## src/rtl/adsr_envelope_generator_unit_macros.svh

```systemverilog
// ----------------------------------------------------------------------------
// adsr envelope generator assertion macros
// Shared concurrent assertion forms for the envelope generator.
// ----------------------------------------------------------------------------
`ifndef ADSR_ENVELOPE_GENERATOR_UNIT_MACROS_SVH
`define ADSR_ENVELOPE_GENERATOR_UNIT_MACROS_SVH

// same-cycle implication
`define ADSR_ASSERT_IMP(name, clk, rst, ante, cons) \
  name: assert property (@(posedge clk) disable iff (rst) (ante) |-> (cons)) \
    else $error("adsr assertion failed");

// next-cycle implication
`define ADSR_ASSERT_NXT(name, clk, rst, ante, cons) \
  name: assert property (@(posedge clk) disable iff (rst) (ante) |=> (cons)) \
    else $error("adsr assertion failed");

`endif

```

## src/rtl/adsr_pkg.sv

```systemverilog
// ----------------------------------------------------------------------------
// adsr_pkg
// Types, codes and constants shared by the envelope generator modules.
// ----------------------------------------------------------------------------
package adsr_pkg;

  localparam int AMP_BITS      = 16;
  localparam int DT_BITS       = 8;
  localparam int TIME_BITS_DEF = 16;
  localparam int CMD_BITS      = 2;
  localparam int PHASE_BITS    = 3;
  localparam int CFG_IDX_BITS  = 3;

  localparam int RST_ATTACK_LEVEL  = 65535;
  localparam int RST_SUSTAIN_LEVEL = 32768;
  localparam int RST_ATTACK_TIME   = 1000;
  localparam int RST_DECAY_TIME    = 1000;
  localparam int RST_RELEASE_TIME  = 1000;

  typedef enum logic [CMD_BITS-1:0] {
    CMD_TICK     = 2'd0,
    CMD_GATE_ON  = 2'd1,
    CMD_GATE_OFF = 2'd2
  } cmd_code_t;

  typedef enum logic [PHASE_BITS-1:0] {
    PH_IDLE = 3'd0,
    PH_ATK  = 3'd1,
    PH_DEC  = 3'd2,
    PH_SUS  = 3'd3,
    PH_REL  = 3'd4
  } phase_t;

  typedef enum logic [CFG_IDX_BITS-1:0] {
    REG_ATTACK_LEVEL  = 3'd0,
    REG_SUSTAIN_LEVEL = 3'd1,
    REG_ATTACK_TIME   = 3'd2,
    REG_DECAY_TIME    = 3'd3,
    REG_RELEASE_TIME  = 3'd4,
    REG_SUSTAINABLE   = 3'd5
  } cfg_reg_t;

  typedef enum logic [1:0] {
    S_IDLE = 2'd0,
    S_LOAD = 2'd1,
    S_DIV  = 2'd2,
    S_DONE = 2'd3
  } ctrl_state_t;

  typedef struct packed {
    logic [CMD_BITS-1:0] command;
    logic [DT_BITS-1:0]  delta_time;
  } req_t;

  typedef struct packed {
    logic [AMP_BITS-1:0]   amplitude;
    logic [PHASE_BITS-1:0] phase;
  } res_t;

  typedef struct packed {
    logic accept;
    logic load;
    logic step;
    logic commit;
  } ctrl_cmd_t;

  typedef struct packed {
    logic need_div;
    logic div_last;
  } dp_status_t;

endpackage

```

## src/rtl/adsr_ctrl.sv

```systemverilog
// ----------------------------------------------------------------------------
// adsr_ctrl
// Sequencer: takes a request, runs the multiply and, when needed, the serial divide, commits.
// ----------------------------------------------------------------------------
module adsr_ctrl (
  input  logic                   clk,
  input  logic                   rst,
  input  logic                   req_valid,
  output logic                   req_stall,
  output logic                   res_valid,
  input  logic                   res_stall,
  input  adsr_pkg::dp_status_t   status,
  output adsr_pkg::ctrl_cmd_t    cmd
);
  import adsr_pkg::*;

  ctrl_state_t state;
  ctrl_state_t state_next;
  logic        out_free;

  assign out_free = !res_valid || !res_stall;

  always_ff @(posedge clk) begin
    if (rst) begin
      state     <= S_IDLE;
      res_valid <= 1'b0;
    end else begin
      state <= state_next;
      if (cmd.commit) begin
        res_valid <= 1'b1;
      end else if (!res_stall) begin
        res_valid <= 1'b0;
      end
    end
  end

  always_comb begin
    state_next = state;
    case (state)
      S_IDLE: begin
        if (req_valid) state_next = S_LOAD;
      end
      S_LOAD: begin
        state_next = status.need_div ? S_DIV : S_DONE;
      end
      S_DIV: begin
        if (status.div_last) state_next = S_DONE;
      end
      S_DONE: begin
        if (out_free) state_next = S_IDLE;
      end
      default: state_next = S_IDLE;
    endcase
  end

  always_comb begin
    req_stall  = 1'b1;
    cmd        = '0;
    case (state)
      S_IDLE: begin
        req_stall  = 1'b0;
        cmd.accept = req_valid;
      end
      S_LOAD: cmd.load = 1'b1;
      S_DIV:  cmd.step = 1'b1;
      S_DONE: cmd.commit = out_free;
      default: req_stall = 1'b1;
    endcase
  end

endmodule

```

## src/rtl/adsr_dp.sv

```systemverilog
// ----------------------------------------------------------------------------
// adsr_dp
// Envelope state, configuration registers, step multiplier and
// restoring divider.
// ----------------------------------------------------------------------------
module adsr_dp #(
  parameter int TIME_BITS = adsr_pkg::TIME_BITS_DEF,
  parameter int CFG_BITS  = (adsr_pkg::AMP_BITS > TIME_BITS) ? adsr_pkg::AMP_BITS : TIME_BITS
) (
  input  logic                                clk,
  input  logic                                rst,
  input  logic                                cfg_write,
  input  logic [adsr_pkg::CFG_IDX_BITS-1:0]   cfg_index,
  input  logic [CFG_BITS-1:0]                 cfg_data,
  input  adsr_pkg::req_t                      req,
  input  adsr_pkg::ctrl_cmd_t                 cmd,
  output adsr_pkg::dp_status_t                status,
  output adsr_pkg::res_t                      res
);
  import adsr_pkg::*;

  localparam int P        = AMP_BITS + DT_BITS;
  localparam int W        = P + 1;
  localparam int CNT_BITS = $clog2(P);

  logic [AMP_BITS-1:0]  attack_level;
  logic [AMP_BITS-1:0]  sustain_level;
  logic [TIME_BITS-1:0] attack_time;
  logic [TIME_BITS-1:0] decay_time;
  logic [TIME_BITS-1:0] release_time;
  logic                 sustainable;

  logic [AMP_BITS-1:0]  level;
  phase_t               stage;
  logic                 hold;
  logic [CMD_BITS-1:0]  req_cmd;
  logic [DT_BITS-1:0]   req_dt;

  logic [P-1:0]         dvd;
  logic [TIME_BITS-1:0] rem;
  logic [CNT_BITS-1:0]  cnt;

  logic [AMP_BITS-1:0]  sel_span;
  logic [TIME_BITS-1:0] sel_dur;
  logic                 inst;
  logic                 divides;
  logic [P-1:0]         prod;
  logic [TIME_BITS:0]   rem_sh;
  logic                 q_bit;

  logic [W-1:0]         lvl_w;
  logic [W-1:0]         q_w;
  logic [W-1:0]         sum_w;
  logic [W-1:0]         dec_w;
  logic [AMP_BITS-1:0]  level_next;
  phase_t               stage_next;
  logic                 hold_next;

  always_ff @(posedge clk) begin
    if (rst) begin
      attack_level  <= AMP_BITS'(RST_ATTACK_LEVEL);
      sustain_level <= AMP_BITS'(RST_SUSTAIN_LEVEL);
      attack_time   <= TIME_BITS'(RST_ATTACK_TIME);
      decay_time    <= TIME_BITS'(RST_DECAY_TIME);
      release_time  <= TIME_BITS'(RST_RELEASE_TIME);
      sustainable   <= 1'b1;
    end else if (cfg_write) begin
      case (cfg_index)
        REG_ATTACK_LEVEL:  attack_level  <= cfg_data[AMP_BITS-1:0];
        REG_SUSTAIN_LEVEL: sustain_level <= cfg_data[AMP_BITS-1:0];
        REG_ATTACK_TIME:   attack_time   <= cfg_data[TIME_BITS-1:0];
        REG_DECAY_TIME:    decay_time    <= cfg_data[TIME_BITS-1:0];
        REG_RELEASE_TIME:  release_time  <= cfg_data[TIME_BITS-1:0];
        REG_SUSTAINABLE:   sustainable   <= cfg_data[0];
        default: ;
      endcase
    end
  end

  // span and duration of the running segment
  always_comb begin
    sel_span = '0;
    sel_dur  = '0;
    divides  = 1'b0;
    case (stage)
      PH_ATK: begin
        sel_span = attack_level;
        sel_dur  = attack_time;
        divides  = 1'b1;
      end
      PH_DEC: begin
        sel_span = (attack_level > sustain_level) ? attack_level - sustain_level : '0;
        sel_dur  = decay_time;
        divides  = 1'b1;
      end
      PH_REL: begin
        sel_span = sustain_level;
        sel_dur  = release_time;
        divides  = 1'b1;
      end
      default: divides = 1'b0;
    endcase
  end

  assign inst   = (sel_dur == '0);
  assign prod   = P'(sel_span) * P'(req_dt);
  assign rem_sh = {rem, dvd[P-1]};
  assign q_bit  = (rem_sh >= {1'b0, sel_dur});

  assign status.need_div = (req_cmd == CMD_TICK) && divides && !inst;
  assign status.div_last = (cnt == CNT_BITS'(P - 1));

  always_ff @(posedge clk) begin
    if (cmd.accept) begin
      req_cmd <= req.command;
      req_dt  <= req.delta_time;
    end
    if (cmd.load) begin
      dvd <= prod;
      rem <= '0;
    end else if (cmd.step) begin
      dvd <= {dvd[P-2:0], q_bit};
      rem <= q_bit ? TIME_BITS'(rem_sh - {1'b0, sel_dur}) : rem_sh[TIME_BITS-1:0];
    end
  end

  always_ff @(posedge clk) begin
    if (rst) begin
      cnt <= '0;
    end else if (cmd.load) begin
      cnt <= '0;
    end else if (cmd.step) begin
      cnt <= cnt + 1'b1;
    end
  end

  // envelope update from the quotient
  assign lvl_w = W'(level);
  assign q_w   = {1'b0, dvd};
  assign sum_w = lvl_w + q_w;
  assign dec_w = (q_w >= lvl_w) ? '0 : lvl_w - q_w;

  always_comb begin
    level_next = level;
    stage_next = stage;
    hold_next  = hold;
    case (req_cmd)
      CMD_TICK: begin
        case (stage)
          PH_ATK: begin
            if (inst || sum_w >= W'(attack_level)) begin
              level_next = attack_level;
              stage_next = PH_DEC;
            end else begin
              level_next = sum_w[AMP_BITS-1:0];
            end
          end
          PH_DEC: begin
            if (inst || dec_w <= W'(sustain_level)) begin
              level_next = sustain_level;
              stage_next = PH_SUS;
            end else begin
              level_next = dec_w[AMP_BITS-1:0];
            end
          end
          PH_SUS: begin
            if (!hold) stage_next = PH_REL;
          end
          PH_REL: begin
            if (inst || q_w >= lvl_w) begin
              level_next = '0;
              stage_next = PH_IDLE;
            end else begin
              level_next = dec_w[AMP_BITS-1:0];
            end
          end
          default: stage_next = stage;
        endcase
      end
      CMD_GATE_ON: begin
        hold_next  = sustainable;
        stage_next = PH_ATK;
      end
      CMD_GATE_OFF: hold_next = 1'b0;
      default: hold_next = hold;
    endcase
  end

  always_ff @(posedge clk) begin
    if (rst) begin
      level <= '0;
      stage <= PH_IDLE;
      hold  <= 1'b0;
    end else if (cmd.commit) begin
      level <= level_next;
      stage <= stage_next;
      hold  <= hold_next;
    end
  end

  always_ff @(posedge clk) begin
    if (cmd.commit) begin
      res.amplitude <= level_next;
      res.phase     <= stage_next;
    end
  end

endmodule

```

## src/rtl/adsr_envelope_generator_unit.sv

```systemverilog
// ----------------------------------------------------------------------------
// adsr_envelope_generator_unit
// Linear ADSR envelope generator, fixed point, one result per request.
// ----------------------------------------------------------------------------
// Each request is a command (tick, gate on, gate off) with a time delta, and
// gives one result: the amplitude (unsigned Q0.16) and phase after the step.
// A tick in attack, decay or release with a nonzero segment time latches the
// request, forms the span times delta product, takes one quotient bit per
// cycle from the restoring divider and then commits. All other requests
// latch, load and commit without the divide. A finished result sits in the
// output register, so the next request is taken while it waits.
// Configuration is written through cfg_write, cfg_index and cfg_data; the
// user must do so only while the block is idle; the block does not enforce it.
// ----------------------------------------------------------------------------
module adsr_envelope_generator_unit #(
  parameter int TIME_BITS = adsr_pkg::TIME_BITS_DEF,
  parameter int CFG_BITS  = (adsr_pkg::AMP_BITS > TIME_BITS) ? adsr_pkg::AMP_BITS : TIME_BITS
) (
  input  logic                              clk,
  input  logic                              rst,
  input  logic                              cfg_write,
  input  logic [adsr_pkg::CFG_IDX_BITS-1:0] cfg_index,
  input  logic [CFG_BITS-1:0]               cfg_data,
  input  logic                              req_valid,
  output logic                              req_stall,
  input  adsr_pkg::req_t                    req,
  output logic                              res_valid,
  input  logic                              res_stall,
  output adsr_pkg::res_t                    res
);
  import adsr_pkg::*;

  ctrl_cmd_t  ctrl_cmd;
  dp_status_t dp_status;

  adsr_ctrl u_ctrl (
    .clk       (clk),
    .rst       (rst),
    .req_valid (req_valid),
    .req_stall (req_stall),
    .res_valid (res_valid),
    .res_stall (res_stall),
    .status    (dp_status),
    .cmd       (ctrl_cmd)
  );

  adsr_dp #(
    .TIME_BITS (TIME_BITS),
    .CFG_BITS  (CFG_BITS)
  ) u_dp (
    .clk       (clk),
    .rst       (rst),
    .cfg_write (cfg_write),
    .cfg_index (cfg_index),
    .cfg_data  (cfg_data),
    .req       (req),
    .cmd       (ctrl_cmd),
    .status    (dp_status),
    .res       (res)
  );

`include "adsr_envelope_generator_unit_macros.svh"

  `ADSR_ASSERT_NXT(a_busy_after_req, clk, rst, req_valid && !req_stall, req_stall)
  `ADSR_ASSERT_IMP(a_commit_slot_free, clk, rst, ctrl_cmd.commit, !res_valid || !res_stall)
  `ADSR_ASSERT_IMP(a_idle_is_silent, clk, rst, res_valid && (res.phase == PH_IDLE),
                   res.amplitude == '0)
  `ADSR_ASSERT_IMP(a_no_req_in_divide, clk, rst, ctrl_cmd.step, req_stall)

endmodule

```

## config.mk

```make
export PLATFORM = sky130hd
export DESIGN_NAME = adsr_envelope_generator_unit
export DESIGN_NICKNAME = d
export VERILOG_FILES = /design/src/rtl/adsr_pkg.sv /design/src/rtl/adsr_ctrl.sv /design/src/rtl/adsr_dp.sv /design/src/rtl/adsr_envelope_generator_unit.sv
export VERILOG_INCLUDE_DIRS = /design/src /design/src/rtl
export SDC_FILE = /design/constraint.sdc
export NUM_CORES = 1
export LEC_CHECK = 0
export CAP_MARGIN = 15
export CORE_UTILIZATION = 45
export CTS_CLUSTER_DIAMETER = 200
export DETAILED_ROUTE_END_ITERATION = 8
export DONT_BUFFER_PORTS = 1
export GPL_TIMING_DRIVEN = 0
export PLACE_DENSITY = 0.57
export SETUP_SLACK_MARGIN = 0.4
export SYNTH_ARGS = -nofsm -noshare
export SYNTH_HDL_FRONTEND = slang
export SYNTH_SLANG_ARGS = --single-unit
```

## constraint.sdc

```tcl
create_clock -name clk -period 8.95 [get_ports clk]
set_input_delay 0.4475 -clock clk [delete_from_list [all_inputs] [get_ports clk]]
set_output_delay 0.4475 -clock clk [all_outputs]
set_load 0.005 [all_outputs]
```

==> results of run 1 <==
==> flip-flops by register name, summed over array words and instances (netlist names) <==
name	cells
u_dp.cnt	5
u_dp.res	19
u_dp.rem	16
u_ctrl.res_valid	1
u_dp.level	16
u_dp.decay_time	16
u_dp.dvd	24
u_dp.stage	3
u_dp.sustain_level	16
u_dp.attack_level	16
u_dp.attack_time	16
u_dp.hold	1
u_dp.sustainable	1
u_dp.release_time	16
u_dp.req_cmd	2
u_ctrl.state	2
u_dp.req_dt	8
==> where the power goes <==
group | switching [mW] | internal (mW) | total, mW | leakage (nW)
combinational | 1.09 | 0.582 | 1.67 | 5.90
sequential | 0.106 | 1.00 | 1.11 | 1.53
clock | 0.379 | 0.393 | 0.771 | 0.280
==> cell usage after synthesis, drive strengths merged, types with 13 or more instances <==
| library cell | count |
|---|---|
| a221oi | 19 |
| o21a | 18 |
| xnor2 | 42 |
| nor3 | 50 |
| nand4 | 26 |
| or3 | 18 |
| nand3 | 24 |
| nand2b | 22 |
| fa | 88 |
| o21ai | 81 |
| and2 | 111 |
| a31oi | 22 |
| clkbuf | 70 |
| a21oi | 136 |
| nor4 | 13 |
| a311oi | 13 |
| inv | 190 |
| a211o | 20 |
| a211oi | 32 |
| xor2 | 22 |
| nor2 | 163 |
| a21o | 20 |
| ha | 149 |
| nor2b | 64 |
| nand3b | 24 |
| nor4bb | 17 |
| dfxtp | 125 |
| buf | 25 |
| edfxtp | 53 |
| nand2 | 225 |
==> metal layers <==
metal / up-vias / GRT usage, % / share of wire, %
met5: - / 0 / 0
met4: 0 / 8.85 / 2.3
met3: 68 / 6.19 / 9.1
met2: 631 / 43.3 / 41
met1: 7407 / 46.1 / 48
li1: 7194 / - / -
==> final cells by class <==
class,count,area share (%)
clock inverter,14,0.796
clock buffer,18,2.35
multi-input combinational,1587,64.5
inverter,191,3.93
timing repair buffer,10,0.474
tap,468,3.21
sequential,178,22.5
buffer,95,2.29
==> through the flow <==
| stage | cells | hold slack, ps |
|---|---|---|
| 6_report | 2561 | 64.4 |
| 5_1_grt | 2561 | 46.4 |
| 4_1_cts | 2559 | 37.6 |
| 3_5_place_dp | 2527 | 442 |
| 3_3_place_gp | 2519 | 440 |
| 2_1_floorplan | 2051 | 430 |
==> final timing paths <==
kind | cells past startpoint | from | slack, ps | to
worst max-delay path | 32 | u_dp.sustain_level[2] | 740 | u_dp.dvd[21]
worst max register to register | 32 | u_dp.sustain_level[2] | 740 | u_dp.dvd[21]
worst min-delay path | 0 | req[8] | 60 | u_dp.req_cmd[0]
worst min register to register | 2 | u_dp.decay_time[15] | 450 | u_dp.decay_time[15]
==> cell families (layout without fill, tap and decap cells) <==
| kind of cell | Yosys count | count (layout) | share of synthesized area (%) |
|---|---|---|---|
| buffers and inverters | 286 | 328 | 6.68 |
| AOI/OAI and AO/OA | 463 | 463 | 18.5 |
| xor gates and xnor gates | 64 | 64 | 3.31 |
| muxes | 17 | 17 | 1.06 |
| DFF | 178 | 178 | 24.2 |
| and+or+nand+nor | 806 | 806 | 24.9 |
| adders and majority gates | 237 | 237 | 21.4 |
==> worst max-delay path: cells and delay by family, from the launching register on <==
kind                       cells  cell delay (ps)
xor gates and xnor gates       1               80
DFF                            1              410
and+or+nand+nor                7             1290
adders and majority gates      6             2750
muxes                          1              260
AOI/OAI and AO/OA             10             2200
buffers and inverters          7              990
==> timing repair <==
action                                  CTS  global route
gates cloned                              0             0
gates resized for setup                   6            15
endpoints found under the setup margin    8             9
pin swaps                                 0             1
buffers inserted                          0             0
==> metrics.txt, run 1 <==
Die H=196 um; most common cell after layout, fill and taps aside=nand2_1; Synth Flop Type=dfxtp_1; H-tree levels=4; Slew @ Worst Pin=between 1000 and 1500 ps; Worst VDD drop=0.141 mV; Initial Util=~46%; Syn Nets=2322; grt ovf=0; number of global-route vias before repair=roughly 15000; Cells after Synth=between 2000 and 2500; largest net degree at the start of global routing=27; worst setup margin=739 ps; area leader, netlist=dfxtp_1; Worst setup EP type=register; Final setup viols=0; pre-CTS setup slack=8.76 ps; TritonRoute pass-1 iters=6; Critical Path RT=9180 ps; global placement routability congestion=between 0.9 and 1; DRC=0; core area=around 37000 um^2; asr flop ratio synth=0%; top cell type's share of synthesized area=between 10% and 20%; Hold Crit Class=input pin to register; setup skew after layout=14.7 ps; HPWL after detailed placement=46000 um; final core occ=49.6%; Post-Syn Area=16900 um^2; Final Total Pwr=approximately 3.6 mW; Synth Warn #=0; synthesis-to-finish area growth=7.69%; Clock Pin Slew Worst Setup and Hold Paths=approximately 80 ps; Crit-path slowest cell=fa_1; WS Path Type=register to register; crit path time final=8210 ps; slowest stage delay, CP=540 ps; Max Slew Vio Count=0; Startpoint Class=register; final instance area=approximately 18000 um^2; IO Pins=55; final hold violation count=0; placed cell areas=17600 um^2; nets@finish=2351; Fillers=3651; CTS Hold Buffers Added=0; Final period util=91.7%; Fin Setup TNS=0 ps; area of the multi-input gates=11700 um^2; via density per instance=5.97; Final Routed Wirelength=57500 um; CTS Buf Count=17; layout cell share with drive strength beyond 1=5.88%; number of synthesized flops with an enable pin=53; die width=196 um; synthesized flop and latch total=178; RSZ-0062 raised after global routing=no; CTS tree=yes; Synth cell types=89; Final ANT Viol Nets=0; post-detailed-route wirelength per cell=22.5 um; DRT iter0 DRCs=1477; Worst-Skew Late Latency=480 ps; clk sinks=178; row cnt=70; maxcap violations=0; maximum clock frequency=122 MHz; Leakage=7.71 nW; crit path DAT=8440 ps; commonest cells after routing, fill and taps aside=225 x nand2_1, 190 x inv_1, 163 x nor2_1, 149 x ha_1, 133 x a21oi_1; initial antenna violation count=1; Total Routing Usage GR=30.5%; Rel. slew slack=23.5%; Avg Inst Size Synth=8.25 um^2; CTS max path bufs=2; first-pass GRT wire length=87400 um; outcome=finished, final reports clean; die area=38400 um^2; Power Dens Cells=a little under 200 nW/um^2; # diodes=0; port bufs=0; register area=4100 um^2; sequential-to-total area share from yosys stat=24.2%; CP Max Fanout=10; Vias=15300; Synth area leaders=dfxtp_1 15%, ha_1 11%, fa_1 10%, edfxtp_1 9.4%, nand2_1 5.0%; root buffer cell=clkbuf_16
No activity file was read; power rests on OpenSTA's default activity.
==> run 2, diff against run 1 <==
- CORE_ASPECT_RATIO: default -> 1.4
==> run 2 against run 1 <==
The flow now finishes with violations (DRC). Via count is 0.93% lower. Fmax is 0.77% higher. Clock skew is 2.4 ps lower. Sequential share of layout area hardly changed. Hold slack better by 7.4 ps. First-iteration DRC count is 45% lower. Total power is 0.35% lower. Worst setup slack better by 63 ps. Clock power is 2.7% lower. Core utilization is 0.092 points lower. Global-route usage is 1.6 points higher. Largest cell class unchanged.
==> metrics.txt, run 2 (synthesis gave the netlist of run 1 again) <==
final hold violation count=0; crit path DAT=8370 ps; # diodes=0; failing checks=DRC; Final Total Pwr=3.54 mW; pre-CTS setup slack=-112 ps; setup skew after layout=12.3 ps; Largest delay share family, worst path=adder cells; Startpoint Class=register; Die H=231 um; maxcap violations=0; number of global-route vias before repair=15500; outcome=finished, violations left; largest net degree at the start of global routing=27; Hold Crit Class=input pin to register; clk sinks=between 150 and 200; Slew @ Worst Pin=1040 ps; nets@finish=2351; maximum clock frequency=123 MHz; CTS tree=yes; final core occ=49.5%; HPWL after detailed placement=49500 um; synthesis-to-finish area growth=7.73%; most common cell after layout, fill and taps aside=nand2_1; DRT iter0 DRCs=814; Total Routing Usage GR=about a third; WS Path Type=register to register; Power Dens Cells=194 nW/um^2; Final period util=91.0%; biggest regs=u_dp.dvd: 24 flops, u_dp.res: 19 flops; DRC=6; Most flops, register=u_dp.dvd; Worst setup EP type=register; CTS Hold Buffers Added=0; Rel. slew slack=28.6%; Leakage=between 7 and 8 nW; IO Pins=55; global placement routability congestion=roughly 1.0; Final Routed Wirelength=60300 um; row cnt=83; CP bufs+invs=4; RSZ-0062 raised after global routing=no; worst setup margin=802 ps; layout cell share with drive strength beyond 1=6.07%; Max Slew Vio Count=0; core area=36900 um^2; die area=about 38000 um^2; CP Max Fanout=10; commonest cells after routing, fill and taps aside=225 x nand2_1, 190 x inv_1, 163 x nor2_1, 149 x ha_1, 133 x a21oi_1; root buffer cell=clkbuf_16; CTS max path bufs=2; Fin Setup TNS=0 ps; CTS Buf Count=17; Clock Pin Slew Worst Setup and Hold Paths=around 80 ps; H-tree levels=4; Critical Path RT=9170 ps; TritonRoute pass-1 iters=8; Initial Util=45.9%; die width=166 um; crit path time final=8150 ps; Largest register FFs=24; Final ANT Viol Nets=0; via density per instance=5.92; Worst-Skew Late Latency=470 ps; Final setup viols=0; Vias=15200; CP dominant cell by count=fa_1; Crit-path slowest cell=fa_1; slowest stage delay, CP=560 ps; first-pass GRT wire length=between 90000 and 100000 um; Worst VDD drop=0.191 mV; grt ovf=0; initial antenna violation count=1; post-detailed-route wirelength per cell=23.6 um; port bufs=0
-- run 2: cell count changes in the layout (fill, tap and decap cells not counted), sizes merged --
cell / delta
clkinv: -2
clkinvlp: +2
bufinv: -1
inv: +1
-- run 2: path summary, 6_finish.rpt --
| check | start | to | slack (ps) | cells past startpoint |
|---|---|---|---|---|
| setup reg to reg | u_dp.sustain_level[2] | u_dp.dvd[21] | 800 | 28 |
| hold reg to reg | u_dp.decay_time[12] | u_dp.decay_time[12] | 450 | 2 |
| setup / recovery | u_dp.sustain_level[2] | u_dp.dvd[21] | 800 | 28 |
| hold / removal | req[9] | u_dp.req_cmd[1] | 70 | 0 |
-- run 2: routing by layer --
metal	track usage [%]	routed length, um	vias up
li1	-	-	7213
met1	31.7	21200	7330
met2	60.2	31400	429
met3	4.95	2530	186
met4	24.8	5160	0
met5	0	0	-
-- run 2: worst reg2reg max path, delay by kind of cell, from the launching register on --
family | cells | cell delay (ps)
flops | 1 | 410
xor+xnor | 1 | 90
buf+inv | 4 | 480
simple gates | 7 | 1700
fa+ha+maj | 6 | 2750
compound gates | 9 | 2230
mux | 1 | 270
-- run 2: power breakdown --
group | switching [mW] | internal (mW) | total [mW] | leakage [nW]
Sequential | 0.107 | 1.00 | 1.11 | 1.53
Combinational | 1.10 | 0.583 | 1.68 | 5.91
Clock | 0.384 | 0.366 | 0.750 | 0.266
Total | 1.59 | 1.95 | 3.54 | 7.70
-- run 2: final cells by class --
| type | count | area, um^2 |
|---|---|---|
| Sequential cell | 178 | 4100 |
| Fill cell | 3693 | 18600 |
| Timing Repair Buffer | 10 | 87.6 |
| Clock buffer | 18 | 429 |
| Tap cell | 467 | 584 |
| Buffer | 95 | 418 |
| Multi-Input combinational cell | 1587 | 11800 |
| Clock inverter | 14 | 123 |
| Inverter | 191 | 717 |
-- run 2: stage by stage --
| stage | hold slack, ps | cell area (um^2) | cells |
|---|---|---|---|
| floorplan | 430 | 16900 | 2051 |
| global placement | 440 | 17500 | 2518 |
| detailed placement | 443 | 17500 | 2524 |
| CTS | 61.3 | 18200 | 2559 |
| global route | 63.0 | 18200 | 2560 |
| finish | 71.8 | 18200 | 2560 |
-- run 2: repair_timing --
| item | 4_1_cts | 5_1_grt |
|---|---|---|
| pin swaps | 2 | 0 |
| resized for setup | 12 | 13 |
| setup buffers | 3 | 0 |
| endpoints found under the setup margin | 9 | 8 |
==> run 3, diff against run 2 <==
- RECOVER_POWER: default -> 100
==> run 3 against run 2 <==
The run ends with DRC, capacitance limit, slew limit left. Clock skew is 5.0 ps higher. Flip-flop and latch count stayed put. Clock-buffer cell count stayed put. First-iteration DRC count is 3.1% higher. Sequential power hardly changed. Register-to-register slack worse by 170 ps. Fmax is 2.0% lower.
==> metrics.txt, run 3 (synthesis gave the netlist of run 1 again) <==
outcome=finished, violations left; failing checks=DRC, capacitance limit, slew limit; Most flops, register=u_dp.dvd; slowest stage delay, CP=560 ps; Fillers=~3700; nets@finish=2351; Leakage=7.65 nW; pre-CTS setup slack=-112 ps; Critical Path Source=u_dp.sustain_level[2]; FF-to-FF Start=u_dp.sustain_level[2]; H-tree levels=4; synthesis-to-finish area growth=7.10%; final hold violation count=0; IO Pins=55; R2R Path End=u_dp.dvd[21]; Total Routing Usage GR=32.1%; Vias=15100; Final ANT Viol Nets=0; Largest register FFs=24; Worst-Skew Late Latency=470 ps; port bufs=0; initial antenna violation count=1; Hold Crit Class=input pin to register; TritonRoute pass-1 iters=7; commonest cells after routing, fill and taps aside=225 x nand2_1, 190 x inv_1, 163 x nor2_1, 149 x ha_1, 135 x a21oi_1; Final setup viols=0; Worst VDD drop=0.192 mV; core area=36900 um^2; largest net degree at the start of global routing=27; Die H=between 200 and 250 um; Final Routed Wirelength=60300 um; final instance area=18100 um^2; worst setup margin=634 ps; DRC=12; die width=166 um; number of global-route vias before repair=15500; placed cell areas=17500 um^2; Power Dens Cells=roughly 190 nW/um^2; biggest regs=u_dp.dvd: 24 flops, u_dp.res: 19 flops; via density per instance=5.91; CTS Hold Buffers Added=0; first-pass GRT wire length=92000 um; maximum clock frequency=120 MHz; crit path time final=8320 ps; worst r2r path cells=28; CP Max Fanout=10; Initial Util=a little under half; Critical Path RT=~9000 ps; Startpoint Class=register; Slew @ Worst Pin=2620 ps; CTS Buf Count=17; Max Slew Vio Count=9; crit path DAT=8540 ps; die area=38400 um^2; RSZ-0062 raised after global routing=no; Worst setup EP type=register; maxcap violations=1; global placement routability congestion=1.04; clk sinks=178; HPWL after detailed placement=49500 um; root buffer cell=clkbuf_16; Rel. slew slack=-76.1%; setup skew after layout=about 17 ps; Final Total Pwr=3.51 mW; crit path capture=u_dp.dvd[21]; Clock Pin Slew Worst Setup and Hold Paths=80 ps; hold path depth=0; most common cell after layout, fill and taps aside=nand2_1; layout cell share with drive strength beyond 1=under 10%; grt ovf=0; CTS tree=yes; post-detailed-route wirelength per cell=around 24 um; Final period util=92.9%; Reg2Reg Setup Slack=630 ps; Crit-path slowest cell=fa_1; placed cell count=2524; WS Path Type=register to register; CTS max path bufs=2; DRT iter0 DRCs=~840; Fin Setup TNS=0 ps; row cnt=83; CP dominant cell by count=fa_1; fin cells=around 2600
## run 3: cell types whose count changed in the layout (fill, tap and decap cells not counted), sizes merged
cell | before | now
buf | 35 | 29
clkbuf | 88 | 94
diode | 0 | 1
## run 3: repair_timing
action / 4_1_cts / 5_1_grt
pin swaps: 2 / 0
resized for setup: 12 / 13
endpoints found under the setup margin: 9 / 8
setup buffers: 3 / 0
## run 3: per-layer routing
metal  GRT usage, %  vias to the layer above  routed length, um
met5              0                        -                  0
met4           24.8                        0               5160
met3           4.95                      189               2490
met2           60.2                      415              31300
met1           31.7                     7313              21300
li1               -                     7211                  -
## run 3: worst min path at each step
stage | start | slack (ps) | endpoint
finish | req[8] | 70 | u_dp.req_cmd[0]
CTS | req[9] | 60 | u_dp.req_cmd[1]
floorplan | u_dp.decay_time[3] | 430 | u_dp.decay_time[3]
detailed placement | u_dp.decay_time[15] | 440 | u_dp.decay_time[15]
global placement | u_dp.decay_time[14] | 440 | u_dp.decay_time[14]
global route | req[9] | 60 | u_dp.req_cmd[1]
## run 3: layout make-up
class | count | area [um^2] | share of cell area (%)
antenna | 1 | 2.50 | 0.0138
buffer | 95 | 399 | 2.20
clock buffer | 18 | 429 | 2.37
clock inverter | 14 | 123 | 0.676
inverter | 191 | 717 | 3.95
multi-input combinational | 1587 | 11700 | 64.6
sequential | 178 | 4100 | 22.6
tap | 467 | 584 | 3.22
timing repair buffer | 10 | 63.8 | 0.352
## run 3: worst max-delay path: cells and delay by family (launching register included)
kind	cells	cell delay (ps)
adders and majority gates	6	2760
buffers and inverters	4	490
and+or+nand+nor	7	1760
DFF	1	410
AOI/OAI and AO/OA	9	2310
xor gates and xnor gates	1	80
muxes	1	270
## run 3: where the power goes
group / switching (mW) / internal (mW) / leakage, nW
clock: 0.384 / 0.366 / 0.266
combinational: 1.09 / 0.560 / 5.86
sequential: 0.107 / 1.00 / 1.53
## run 3: metrics by stage
step           utilization (%)  hold WS [ps]
2_1_floorplan                -           430
3_3_place_gp              47.5           440
3_5_place_dp              47.6           443
4_1_cts                   49.2          61.3
5_1_grt                   49.2          63.0
6_report                  49.2          74.5
